`src/hdl/nqse_pkg.sv`:
```
// Shared types, constants and helper functions for the N-queens enumerator.
// Used by the top level, the port checker and the testbench; depends on nothing else.
package nqse_pkg;

  localparam int MAX_BOARD = 16;
  localparam int COL_W     = 4;
  localparam int SIZE_W    = 5;
  localparam int PLACE_W   = COL_W * MAX_BOARD;

  typedef logic [COL_W-1:0]   col_t;
  typedef logic [SIZE_W-1:0]  size_t;
  typedef logic [PLACE_W-1:0] place_t;

  typedef enum logic [2:0] {
    ST_IDLE,
    ST_TOP,
    ST_CHECK,
    ST_LIFT,
    ST_PACK,
    ST_EMIT
  } state_t;

  // Zero behaves as one; anything above the largest board saturates.
  function automatic size_t eff_size(size_t b);
    size_t n;
    n = b;
    if (b == '0) begin
      n = size_t'(1);
    end else if (b > size_t'(MAX_BOARD)) begin
      n = size_t'(MAX_BOARD);
    end
    return n;
  endfunction

  // True when the queen in row qr, column qc attacks square (row, cand).
  function automatic logic attacks(col_t qr, col_t qc, size_t row, size_t cand);
    logic [SIZE_W:0] lhs_a;
    logic [SIZE_W:0] rhs_a;
    logic [SIZE_W:0] lhs_b;
    logic [SIZE_W:0] rhs_b;
    lhs_a = {2'b00, qr} + {1'b0, cand};
    rhs_a = {1'b0, row} + {2'b00, qc};
    lhs_b = {2'b00, qr} + {2'b00, qc};
    rhs_b = {1'b0, row} + {1'b0, cand};
    return ({1'b0, qc} == cand) || (lhs_a == rhs_a) || (lhs_b == rhs_b);
  endfunction

endpackage

```
`src/hdl/nqse_ram.sv`:
```
// Generic single-write, single-read synchronous RAM with registered read data.
// Stand-alone; no package dependency.
module nqse_ram #(
  parameter int WIDTH = 4,
  parameter int DEPTH = 16
) (
  input  logic                     clk,
  input  logic                     we,
  input  logic [$clog2(DEPTH)-1:0] waddr,
  input  logic [WIDTH-1:0]         wdata,
  input  logic [$clog2(DEPTH)-1:0] raddr,
  output logic [WIDTH-1:0]         rdata
);

  logic [WIDTH-1:0] mem [DEPTH];
  logic [WIDTH-1:0] rdata_r;

  always_ff @(posedge clk) begin
    if (we) begin
      mem[waddr] <= wdata;
    end
    rdata_r <= mem[raddr];
  end

  assign rdata = rdata_r;

endmodule

```
`src/hdl/n_queens_solution_enumerator.sv`:
```
// N-queens enumerator: one request yields the next solution or an exhausted flag.
// The run time of a request is data dependent: each candidate test reads one stack entry
// per cycle for every placed row, each lift reads the top entry in ST_TOP and pops it in
// ST_LIFT, and unloading a solution reads the rows in order in ST_PACK before ST_EMIT.
// One request is in flight at a time; the column stack RAM read port sets the pace.
// Synchronous reset clears the search and sets the board size to 8; the RAM is not cleared.
module n_queens_solution_enumerator (
  input  logic                  clk,
  input  logic                  rst_n,
  input  logic                  in_valid,
  output logic                  in_stall,
  input  logic                  in_restart,
  output logic                  out_valid,
  input  logic                  out_stall,
  output nqse_pkg::place_t      out_placement,
  output logic                  out_found,
  output logic                  out_exhausted,
  input  logic                  cfg_valid,
  output logic                  cfg_ready,
  input  nqse_pkg::size_t       cfg_board_size
);
  import nqse_pkg::*;

  state_t state_r, state_nxt;
  size_t  board_r, board_nxt;
  size_t  depth_r, depth_nxt;
  size_t  nc_r, nc_nxt;
  logic   done_r, done_nxt;
  size_t  cand_r, cand_nxt;
  col_t   idx_r, idx_nxt;
  place_t pk_r, pk_nxt;
  logic   found_r, found_nxt;
  logic   out_valid_r, out_valid_nxt;
  place_t out_placement_r, out_placement_nxt;
  logic   out_found_r, out_found_nxt;
  logic   out_exhausted_r, out_exhausted_nxt;

  logic   ram_we;
  col_t   ram_waddr;
  col_t   ram_wdata;
  col_t   ram_raddr;
  col_t   ram_rdata;

  size_t  n;
  size_t  n_m1;
  size_t  depth_m1;
  logic   in_xfer;
  logic   cfg_xfer;
  logic   out_free;
  logic   hit;
  logic   done_eff;

  nqse_ram #(.WIDTH(COL_W), .DEPTH(MAX_BOARD)) u_stack (
    .clk   (clk),
    .we    (ram_we),
    .waddr (ram_waddr),
    .wdata (ram_wdata),
    .raddr (ram_raddr),
    .rdata (ram_rdata)
  );

  assign n        = eff_size(board_r);
  assign n_m1     = n - 1'b1;
  assign depth_m1 = depth_r - 1'b1;
  assign cfg_ready = (state_r == ST_IDLE);
  // A pending configuration write goes first so it is never mixed with a request.
  assign in_stall = (state_r != ST_IDLE) || cfg_valid;
  assign cfg_xfer = cfg_valid && cfg_ready;
  assign in_xfer  = in_valid && !in_stall;
  assign out_free = !(out_valid_r && out_stall);
  assign hit      = attacks(idx_r, ram_rdata, depth_r, cand_r);
  assign done_eff = done_r && !in_restart;

  // Next state.
  always_comb begin
    state_nxt = state_r;
    case (state_r)
      ST_IDLE: begin
        if (in_xfer) begin
          state_nxt = done_eff ? ST_EMIT : ST_TOP;
        end
      end
      ST_TOP: begin
        if (depth_r >= n) begin
          state_nxt = ST_PACK;
        end else if (nc_r >= n) begin
          state_nxt = (depth_r == '0) ? ST_EMIT : ST_LIFT;
        end else if (depth_r == '0) begin
          state_nxt = ST_TOP;
        end else begin
          state_nxt = ST_CHECK;
        end
      end
      ST_CHECK: begin
        if (hit || ({1'b0, idx_r} == depth_m1)) begin
          state_nxt = ST_TOP;
        end
      end
      ST_LIFT: begin
        state_nxt = ST_TOP;
      end
      ST_PACK: begin
        if ({1'b0, idx_r} == n_m1) begin
          state_nxt = ST_EMIT;
        end
      end
      ST_EMIT: begin
        if (out_free) begin
          state_nxt = ST_IDLE;
        end
      end
      default: begin
        state_nxt = ST_IDLE;
      end
    endcase
  end

  // Datapath and stack RAM control.
  always_comb begin
    board_nxt         = board_r;
    depth_nxt         = depth_r;
    nc_nxt            = nc_r;
    done_nxt          = done_r;
    cand_nxt          = cand_r;
    idx_nxt           = idx_r;
    pk_nxt            = pk_r;
    found_nxt         = found_r;
    out_valid_nxt     = out_valid_r && out_stall;
    out_placement_nxt = out_placement_r;
    out_found_nxt     = out_found_r;
    out_exhausted_nxt = out_exhausted_r;
    ram_we            = 1'b0;
    ram_waddr         = depth_r[COL_W-1:0];
    ram_wdata         = cand_r[COL_W-1:0];
    ram_raddr         = '0;

    case (state_r)
      ST_IDLE: begin
        if (cfg_xfer) begin
          board_nxt = cfg_board_size;
          depth_nxt = '0;
          nc_nxt    = '0;
          done_nxt  = 1'b0;
        end else if (in_xfer) begin
          if (in_restart) begin
            depth_nxt = '0;
            nc_nxt    = '0;
            done_nxt  = 1'b0;
          end
          found_nxt = 1'b0;
          pk_nxt    = '0;
        end
      end
      ST_TOP: begin
        if (depth_r >= n) begin
          idx_nxt   = '0;
          ram_raddr = '0;
        end else if (nc_r >= n) begin
          if (depth_r == '0) begin
            done_nxt = 1'b1;
          end else begin
            ram_raddr = depth_m1[COL_W-1:0];
          end
        end else if (depth_r == '0) begin
          // First row has nothing to conflict with.
          ram_we    = 1'b1;
          ram_waddr = '0;
          ram_wdata = nc_r[COL_W-1:0];
          depth_nxt = size_t'(1);
          nc_nxt    = '0;
        end else begin
          cand_nxt  = nc_r;
          idx_nxt   = '0;
          ram_raddr = '0;
        end
      end
      ST_CHECK: begin
        if (hit) begin
          nc_nxt = cand_r + 1'b1;
        end else if ({1'b0, idx_r} == depth_m1) begin
          ram_we    = 1'b1;
          depth_nxt = depth_r + 1'b1;
          nc_nxt    = '0;
        end else begin
          idx_nxt   = idx_r + 1'b1;
          ram_raddr = idx_r + 1'b1;
        end
      end
      ST_LIFT: begin
        depth_nxt = depth_m1;
        nc_nxt    = {1'b0, ram_rdata} + 1'b1;
      end
      ST_PACK: begin
        pk_nxt[idx_r*COL_W +: COL_W] = ram_rdata;
        if ({1'b0, idx_r} == n_m1) begin
          // The last row just read is the queen lifted for the next resume.
          depth_nxt = depth_m1;
          nc_nxt    = {1'b0, ram_rdata} + 1'b1;
          found_nxt = 1'b1;
        end else begin
          idx_nxt   = idx_r + 1'b1;
          ram_raddr = idx_r + 1'b1;
        end
      end
      ST_EMIT: begin
        if (out_free) begin
          out_valid_nxt     = 1'b1;
          out_placement_nxt = found_r ? pk_r : '0;
          out_found_nxt     = found_r;
          out_exhausted_nxt = !found_r;
        end
      end
      default: begin
        ram_we = 1'b0;
      end
    endcase
  end

  always_ff @(posedge clk) begin
    if (!rst_n) begin
      state_r     <= ST_IDLE;
      board_r     <= size_t'(8);
      depth_r     <= '0;
      nc_r        <= '0;
      done_r      <= 1'b0;
      out_valid_r <= 1'b0;
    end else begin
      state_r     <= state_nxt;
      board_r     <= board_nxt;
      depth_r     <= depth_nxt;
      nc_r        <= nc_nxt;
      done_r      <= done_nxt;
      out_valid_r <= out_valid_nxt;
    end
  end

  always_ff @(posedge clk) begin
    cand_r          <= cand_nxt;
    idx_r           <= idx_nxt;
    pk_r            <= pk_nxt;
    found_r         <= found_nxt;
    out_placement_r <= out_placement_nxt;
    out_found_r     <= out_found_nxt;
    out_exhausted_r <= out_exhausted_nxt;
  end

  assign out_valid     = out_valid_r;
  assign out_placement = out_placement_r;
  assign out_found     = out_found_r;
  assign out_exhausted = out_exhausted_r;

endmodule

```
`config.mk`:
```
export PLATFORM = sky130hd
export DESIGN_NAME = n_queens_solution_enumerator
export DESIGN_NICKNAME = d
export VERILOG_FILES = /design/src/hdl/nqse_pkg.sv /design/src/hdl/nqse_ram.sv /design/src/hdl/n_queens_solution_enumerator.sv
export SDC_FILE = /design/constraint.sdc
export NUM_CORES = 1
export LEC_CHECK = 0
export ABC_AREA = 0
export BUFFER_PORTS_ARGS = -buffer_cell sky130_fd_sc_hd__buf_4
export CORE_MARGIN = 5
export CORE_UTILIZATION = 50
export DETAILED_ROUTE_END_ITERATION = 10
export PLACE_DENSITY_LB_ADDON = 0.08
export SYNTH_ARGS = -nofsm -noshare
export SYNTH_HDL_FRONTEND = slang
export SYNTH_SLANG_ARGS = --single-unit
```
`constraint.sdc`:
```
create_clock -name clk -period 8.3 [get_ports clk]
set_clock_uncertainty 0.05 [all_clocks]
set_input_delay 1.245 -clock clk [delete_from_list [all_inputs] [get_ports clk]]
set_output_delay 1.245 -clock clk [all_outputs]
set_load 0.1 [all_outputs]
```
==> results of run 1 <==
==> routing by layer <==
layer	global-route usage (%)	up-vias	wire length (um)
met5	0	-	0
met4	5.51	0	602
met3	3.26	39	1250
met2	32.0	183	12100
met1	27.4	3557	11600
li1	-	3615	-
==> worst max-delay path, cell delays in order, from the launching register on <==
cell,delay (ns)
edfxtp_1,0.81
ha_1,0.28
inv_1,0.06
fa_1,0.45
xor2_1,0.16
or4_1,0.52
a21oi_2,0.13
a31oi_2,0.17
a21oi_4,0.15
buf_4,0.46
mux2_2,0.40
o22ai_1,0.15
a2111oi_1,0.07
a31o_1,0.21
==> sequential cells by signal (all words and copies together) (netlist names) <==
name,cells
out_exhausted,1
out_placement,64
found_r,1
u_stack.mem,64
done_r,1
idx_r,4
u_stack.rdata,4
nc_r,5
out_valid,1
board_r,5
depth_r,5
cand_r,5
state_r,3
out_found,1
pk_r,64
==> through the flow <==
stage	cell area (um^2)	util, %	std cells
final	13000	57.6	1331
after global routing	13000	57.6	1331
after CTS	13000	57.6	1331
after detailed placement	12200	54.1	1286
after global placement	12200	54.1	1286
after floorplan	11400	-	956
==> worst paths after layout <==
| check | to | slack [ns] |
|---|---|---|
| max | u_stack.rdata[2] | 4.10 |
| max reg2reg | u_stack.rdata[2] | 4.10 |
| min reg2reg | cand_r[4] | 0.44 |
| min | cand_r[4] | 0.44 |
==> where the power goes <==
group	leakage, uW	internal, uW	switching [uW]
combinational	0.00246	758	1460
clock	0.000371	614	441
sequential	0.00210	1610	228
==> area by class of cell <==
type,instances,share of cell area (%)
sequential,228,51.0
clock inverter,16,1.06
inverter,23,0.666
multi-input combinational,665,34.7
tap,285,2.75
clock buffer,29,4.94
timing repair buffer,85,4.92
==> cell families (layout without fill, tap and decap cells) <==
| logic type | Yosys count | count (layout) | synth area share [%] |
|---|---|---|---|
| AOI/OAI and AO/OA | 150 | 150 | 9.17 |
| xor gates and xnor gates | 45 | 45 | 3.71 |
| adders and majority gates | 41 | 41 | 4.78 |
| buffers and inverters | 63 | 153 | 2.40 |
| DFF | 228 | 228 | 58.2 |
| muxes | 70 | 70 | 6.29 |
| and+or+nand+nor | 359 | 359 | 15.5 |
==> cells in the mapped netlist (all sizes together), types with 5 or more instances <==
cell type  count
edfxtp       204
nor2         126
and2          73
a21oi         59
mux2i         59
nand2         56
ha            37
clkbuf        32
nor3          29
xnor2         27
dfxtp         24
inv           22
o21ai         17
xor2          16
a21o          15
nor2b         15
nand3         14
mux2          11
nand2b        11
a211oi        10
and3           8
buf            8
o22ai          6
or3            6
a2111oi        5
a22oi          5
==> summary.txt, run 1 <==
Status
  – Outcome: finished, final reports clean

Die
  – DIE HEIGHT: 161 um
  – Std-Cell Rows: 55
  – Die Area: 0.0258 mm^2
  – IO Count: 80
  – Die Span X: 161 um
  – Core Area: 0.0225 mm^2
  – Initial core utilization: 50.5%

Routing
  – Via-to-Cell Ratio: 5.56
  – DRT Pass-1 Iters: 5
  – # DRC: 0
  – Post-route ant nets: 0
  – Detailed Route WL: 25600 um
  – Wire length per cell: 19.2 um
  – Via count: 7394
  – 1st-iter DRT viols: 558

STA
  – Relative slew slack: 28.6%
  – Final Hold Violating Endpoints: 0
  – Fin Setup TNS: 0 ns
  – RSZ-0062 raised after global routing: no
  – Final worst path period need: 4.20 ns
  – Worst-margin pin slew: 1.06 ns
  – F_max: 0.238 GHz
  – Final worst slack: 4.10 ns
  – Tcrit/Tclk final: 50.6%
  – Worst hold slack: 0.444 ns
  – Final Max Slew Viols: 0
  – Setup violators final: 0

Clock tree
  – Clk pin slew, worst setup/hold paths: 0.06 ns
  – TritonCTS Sinks: 228
  – Clock Path Buffers: 3
  – Clock Latency Late Sink: 0.53 ns
  – H-Tree Depth: 1
  – TritonCTS Buffers: 25
  – CTS tree: built
  – Post-CTS setup buffer count: 0
  – Root Buffer: clkbuf_16
  – Post-CTS Hold Buffers: 0
  – Post-cts resize count: 0

Finish
  – Reg area: 0.00661 mm^2
  – Layout cells sized above 1: 13.5%
  – Area Overhead vs Synth: 14.2%
  – Nets: 1080
  – Multi-input logic area: 0.00450 mm^2
  – Inserted Diodes: 0
  – Most common cell after layout, fill and taps aside: edfxtp_1
  – Fill count: 1945
  – Most frequent cells in the layout: edfxtp_1 (204), nor2_1 (125), buf_4 (85), and2_1 (73), mux2i_1 (59)

Yosys
  – Sequential-to-total area share from yosys stat: 58.2%
  – Mapped cell area: 0.0114 mm^2
  – Syn Area/Cell: 11.9 um^2
  – Dominant cell type by area after synthesis: edfxtp_1
  – EDFF count, synth: 204
  – Synth async-reset ratio: 0%
  – Synth Instances: 956
  – Synth top area share: 54.0%
  – Dominant cells by area after synthesis: edfxtp_1 (54%), mux2i_1 (5.2%), dfxtp_1 (4.2%)
  – Syn Nets: 1008
  – Post-synthesis cell type count: 71
  – Synth Flop Type: edfxtp_1
  – Synth Register Bits: 228
  – Yosys warnings: 0

Place
  – Post-DP HPWL: 17500 um
  – Gpl congestion: 0.887
  – Port-buffer cells: 79
  – Pre-CTS WS: 4.14 ns

Worst hold path
  – Hold Path Stages: 0
  – Hold path start: nc_r[4]
  – Hold crit path type: flip-flop to flip-flop

GRT
  – Global-route wire length before repair: 41000 um
  – Initial antenna violation count: 0
  – GRT Total Usage: 19.6%
  – Largest net degree at the start of global routing: 67
  – Overflow after GRT: 0
  – Vias in the first global route: 7362

Pwr
  – Overall Power: 5100 uW
  – Leakage: 0.00493 uW
  – Cell Pwr Density: 394 mW/mm^2
  – Worst VDD drop: 212 uV

Job
  – Count of maximum capacitance violations: 0

Critical path
  – CP Launch Type: flip-flop
  – CP endpoint kind: flip-flop
  – Type of the worst setup path: flip-flop to flip-flop
  – Data required, critical path: 8.67 ns
  – CP startpoint: idx_r[0]
  – Worst EP arrival: 4.57 ns
  – Critical path fanouts, max: 41
  – Worst reg2reg startpoint: idx_r[0]
  – Register-to-Register Path Depth: 13
No activity file was read; power rests on OpenSTA's default activity.
==> run 2: changes to the inputs <==
Clock period 8.3 ns to 4 ns, I/O delays scaled along.
==> summary.txt, run 2 (synthesis results as in run 1) <==
Status
  – Outcome: finished, final reports clean (unchanged)

Finish
  – Most frequent cells in the layout: edfxtp_1 (204), nor2_1 (125), buf_4 (97), and2_1 (73), mux2i_1 (59) (was edfxtp_1 (204), nor2_1 (125), buf_4 (85), and2_1 (73), mux2i_1 (59))
  – Area Overhead vs Synth: 15.3% (was 14.2%)
  – Most common cell after layout, fill and taps aside: edfxtp_1 (unchanged)
  – Layout cells sized above 1: 15.4% (was 13.5%)
  – Final core occ: 58.2% (was 57.6%)
  – Inserted Diodes: 0 (unchanged)
  – Fill count: 1884 (was 1945)
  – Reg area: 0.00661 mm^2 (unchanged)
  – Final instance area: 0.0131 mm^2 (was 0.0130 mm^2)
  – Multi-input logic area: 0.00450 mm^2 (about the same)
  – Nets: 1093 (was 1080)

Critical path
  – Worst EP arrival: 4.09 ns (was 4.57 ns)
  – CP endpoint kind: flip-flop (unchanged)
  – WP buf/inv: 2 (unchanged)
  – Critical path fanouts, max: 41 (unchanged)
  – CP startpoint: u_stack.rdata[0] (was idx_r[0])
  – Slowest stage delay, CP: 0.54 ns (was 0.81 ns)
  – CP Launch Type: flip-flop (unchanged)
  – Crit-path cells: ha_1, inv_1, fa_1, xor2_1, or4_1, a21oi_2, a31oi_2, a21oi_4, buf_12, mux2_2, o22ai_1, a2111oi_1, a31o_1 (was ha_1, inv_1, fa_1, xor2_1, or4_1, a21oi_2, a31oi_2, a21oi_4, buf_4, mux2_2, o22ai_1, a2111oi_1, a31o_1)
  – Type of the worst setup path: flip-flop to flip-flop (unchanged)
  – Data required, critical path: 4.37 ns (was 8.67 ns)
  – Crit path max-delay family: compound AO/OA/AOI/OAI gates (unchanged)
  – Worst reg2reg startpoint: u_stack.rdata[0] (was idx_r[0])
  – CP max stage cell: dfxtp_1 (was edfxtp_1)

Clock tree
  – CTS tree: built (unchanged)
  – TritonCTS Sinks: 228 (unchanged)
  – Post-CTS setup buffer count: 0 (unchanged)
  – Post-CTS Hold Buffers: 0 (unchanged)
  – Clock Latency Late Sink: 0.53 ns (about the same)
  – Clock Path Buffers: 3 (unchanged)
  – H-Tree Depth: 1 (unchanged)
  – Clk pin slew, worst setup/hold paths: 0.07 ns (was 0.06 ns)
  – TritonCTS Buffers: 25 (unchanged)
  – Root Buffer: clkbuf_16 (unchanged)

Pwr
  – Sw Ratio: 41.6% (about the same)
  – Flop pwr share: 34.6% (was 35.9%)
  – Leakage: 0.00502 uW (was 0.00493 uW)
  – Clock power frac: 20.7% (about the same)
  – Comb power frac: 44.7% (was 43.4%)
  – Worst VDD drop: 473 uV (was 212 uV)
  – Cell Pwr Density: 822 mW/mm^2 (was 394 mW/mm^2)
  – Int Pwr: 6280 uW (was 2980 uW)
  – P_sw: 4480 uW (was 2130 uW)

STA
  – F_max: 0.269 GHz (was 0.238 GHz)
  – Relative slew slack: 42.6% (was 28.6%)
  – Setup violators final: 0 (unchanged)
  – Worst-margin pin slew: 0.861 ns (was 1.06 ns)
  – RSZ-0062 raised after global routing: no (unchanged)
  – Final Max Slew Viols: 0 (unchanged)
  – Worst hold slack: 0.226 ns (was 0.444 ns)
  – Final Hold Violating Endpoints: 0 (unchanged)
  – Final worst slack: 0.277 ns (was 4.10 ns)
  – Fin Setup TNS: 0 ns (unchanged)
  – Tcrit/Tclk final: 93.1% (was 50.6%)
  – Final worst path period need: 3.72 ns (was 4.20 ns)

GRT
  – GRT Total Usage: 20.1% (was 19.6%)
  – Vias in the first global route: 7382 (was 7362)
  – Initial antenna violation count: 0 (unchanged)
  – Global-route wire length before repair: 41600 um (was 41000 um)
  – Overflow after GRT: 0 (unchanged)
  – Largest net degree at the start of global routing: 68 (was 67)

Job
  – Count of maximum capacitance violations: 0 (unchanged)

Die
  – Die Span X: 161 um (unchanged)
  – IO Count: 80 (unchanged)
  – DIE HEIGHT: 161 um (unchanged)
  – Initial core utilization: 50.5% (unchanged)
  – Std-Cell Rows: 55 (unchanged)
  – Die Area: 0.0258 mm^2 (unchanged)
  – Core Area: 0.0225 mm^2 (unchanged)

Routing
  – Wire length per cell: 19.4 um (was 19.2 um)
  – Post-route ant nets: 0 (unchanged)
  – # DRC: 0 (unchanged)
  – DRT Pass-1 Iters: 5 (unchanged)
  – Via count: 7420 (was 7394)
  – 1st-iter DRT viols: 475 (was 558)
  – Detailed Route WL: 26000 um (was 25600 um)
  – Via-to-Cell Ratio: 5.52 (was 5.56)

Place
  – Pre-CTS WS: 0.283 ns (was 4.14 ns)
  – Gpl congestion: 0.895 (was 0.887)
  – Post-Place Cell Area: 0.0123 mm^2 (was 0.0122 mm^2)
  – Port-buffer cells: 79 (unchanged)
  – Post-DP HPWL: 18000 um (was 17500 um)

Worst hold path
  – Hold crit path type: primary input to flip-flop (was flip-flop to flip-flop)
  – Hold path start: rst_n (was nc_r[4])
[run 2: cell types whose count changed in the layout (fill, tap and decap cells not counted), sizes merged]
cell / before / now
buf: 85 / 98
clkbuf: 29 / 28
clkinv: 12 / 11
clkinvlp: 2 / 3
inv: 23 / 24
[run 2: area by class of cell]
class                   count  area share [%]
repair buffers             98            5.72
multi-input cells         665            34.4
clock inverters            17            1.19
inverters                  23           0.660
well taps                 285            2.72
flip-flops and latches    228            50.5
clock buffers              28            4.87
[run 2: path summary, 6_finish.rpt]
kind                                         end  slack [ns]  cells past startpoint
worst max-delay path            u_stack.rdata[2]        0.28                     13
worst min-delay path                  board_r[3]        0.23                      2
worst max register to register  u_stack.rdata[2]        0.28                     13
worst min register to register         cand_r[0]        0.45                      0
[run 2: timing repair]
action / in CTS / in global routing
endpoints found under the hold margin: 0 / 0
gates resized for setup: 0 / 2
setup endpoints to repair: 0 / 1
[run 2: per-stage QoR]
stage / instances / power, uW
final: 1344 / 10800
after global routing: 1344 / 11400
after CTS: 1344 / 10800
after detailed placement: 1299 / 8570
after global placement: 1299 / 8560
after floorplan: 956 / 7300
[run 2: power groups by stage]
stage | sequential [uW] | clock [uW] | combinational, uW
final | 3720 | 2230 | 4800
after global routing | 3780 | 2380 | 5270
after CTS | 3730 | 2280 | 4830
after detailed placement | 3770 | 0 | 4800
after global placement | 3760 | 0 | 4800
after floorplan | 4090 | 0 | 3210
[run 2: metal layers]
metal / routed length, um / GRT usage (%) / up-vias / part of all wire (%)
met2: 12300 / 33.0 / 205 / 47
met5: 0 / 0 / - / 0
met3: 1350 / 2.90 / 46 / 5.2
li1: - / - / 3645 / -
met1: 11700 / 28.1 / 3524 / 45
met4: 728 / 5.83 / 0 / 2.8
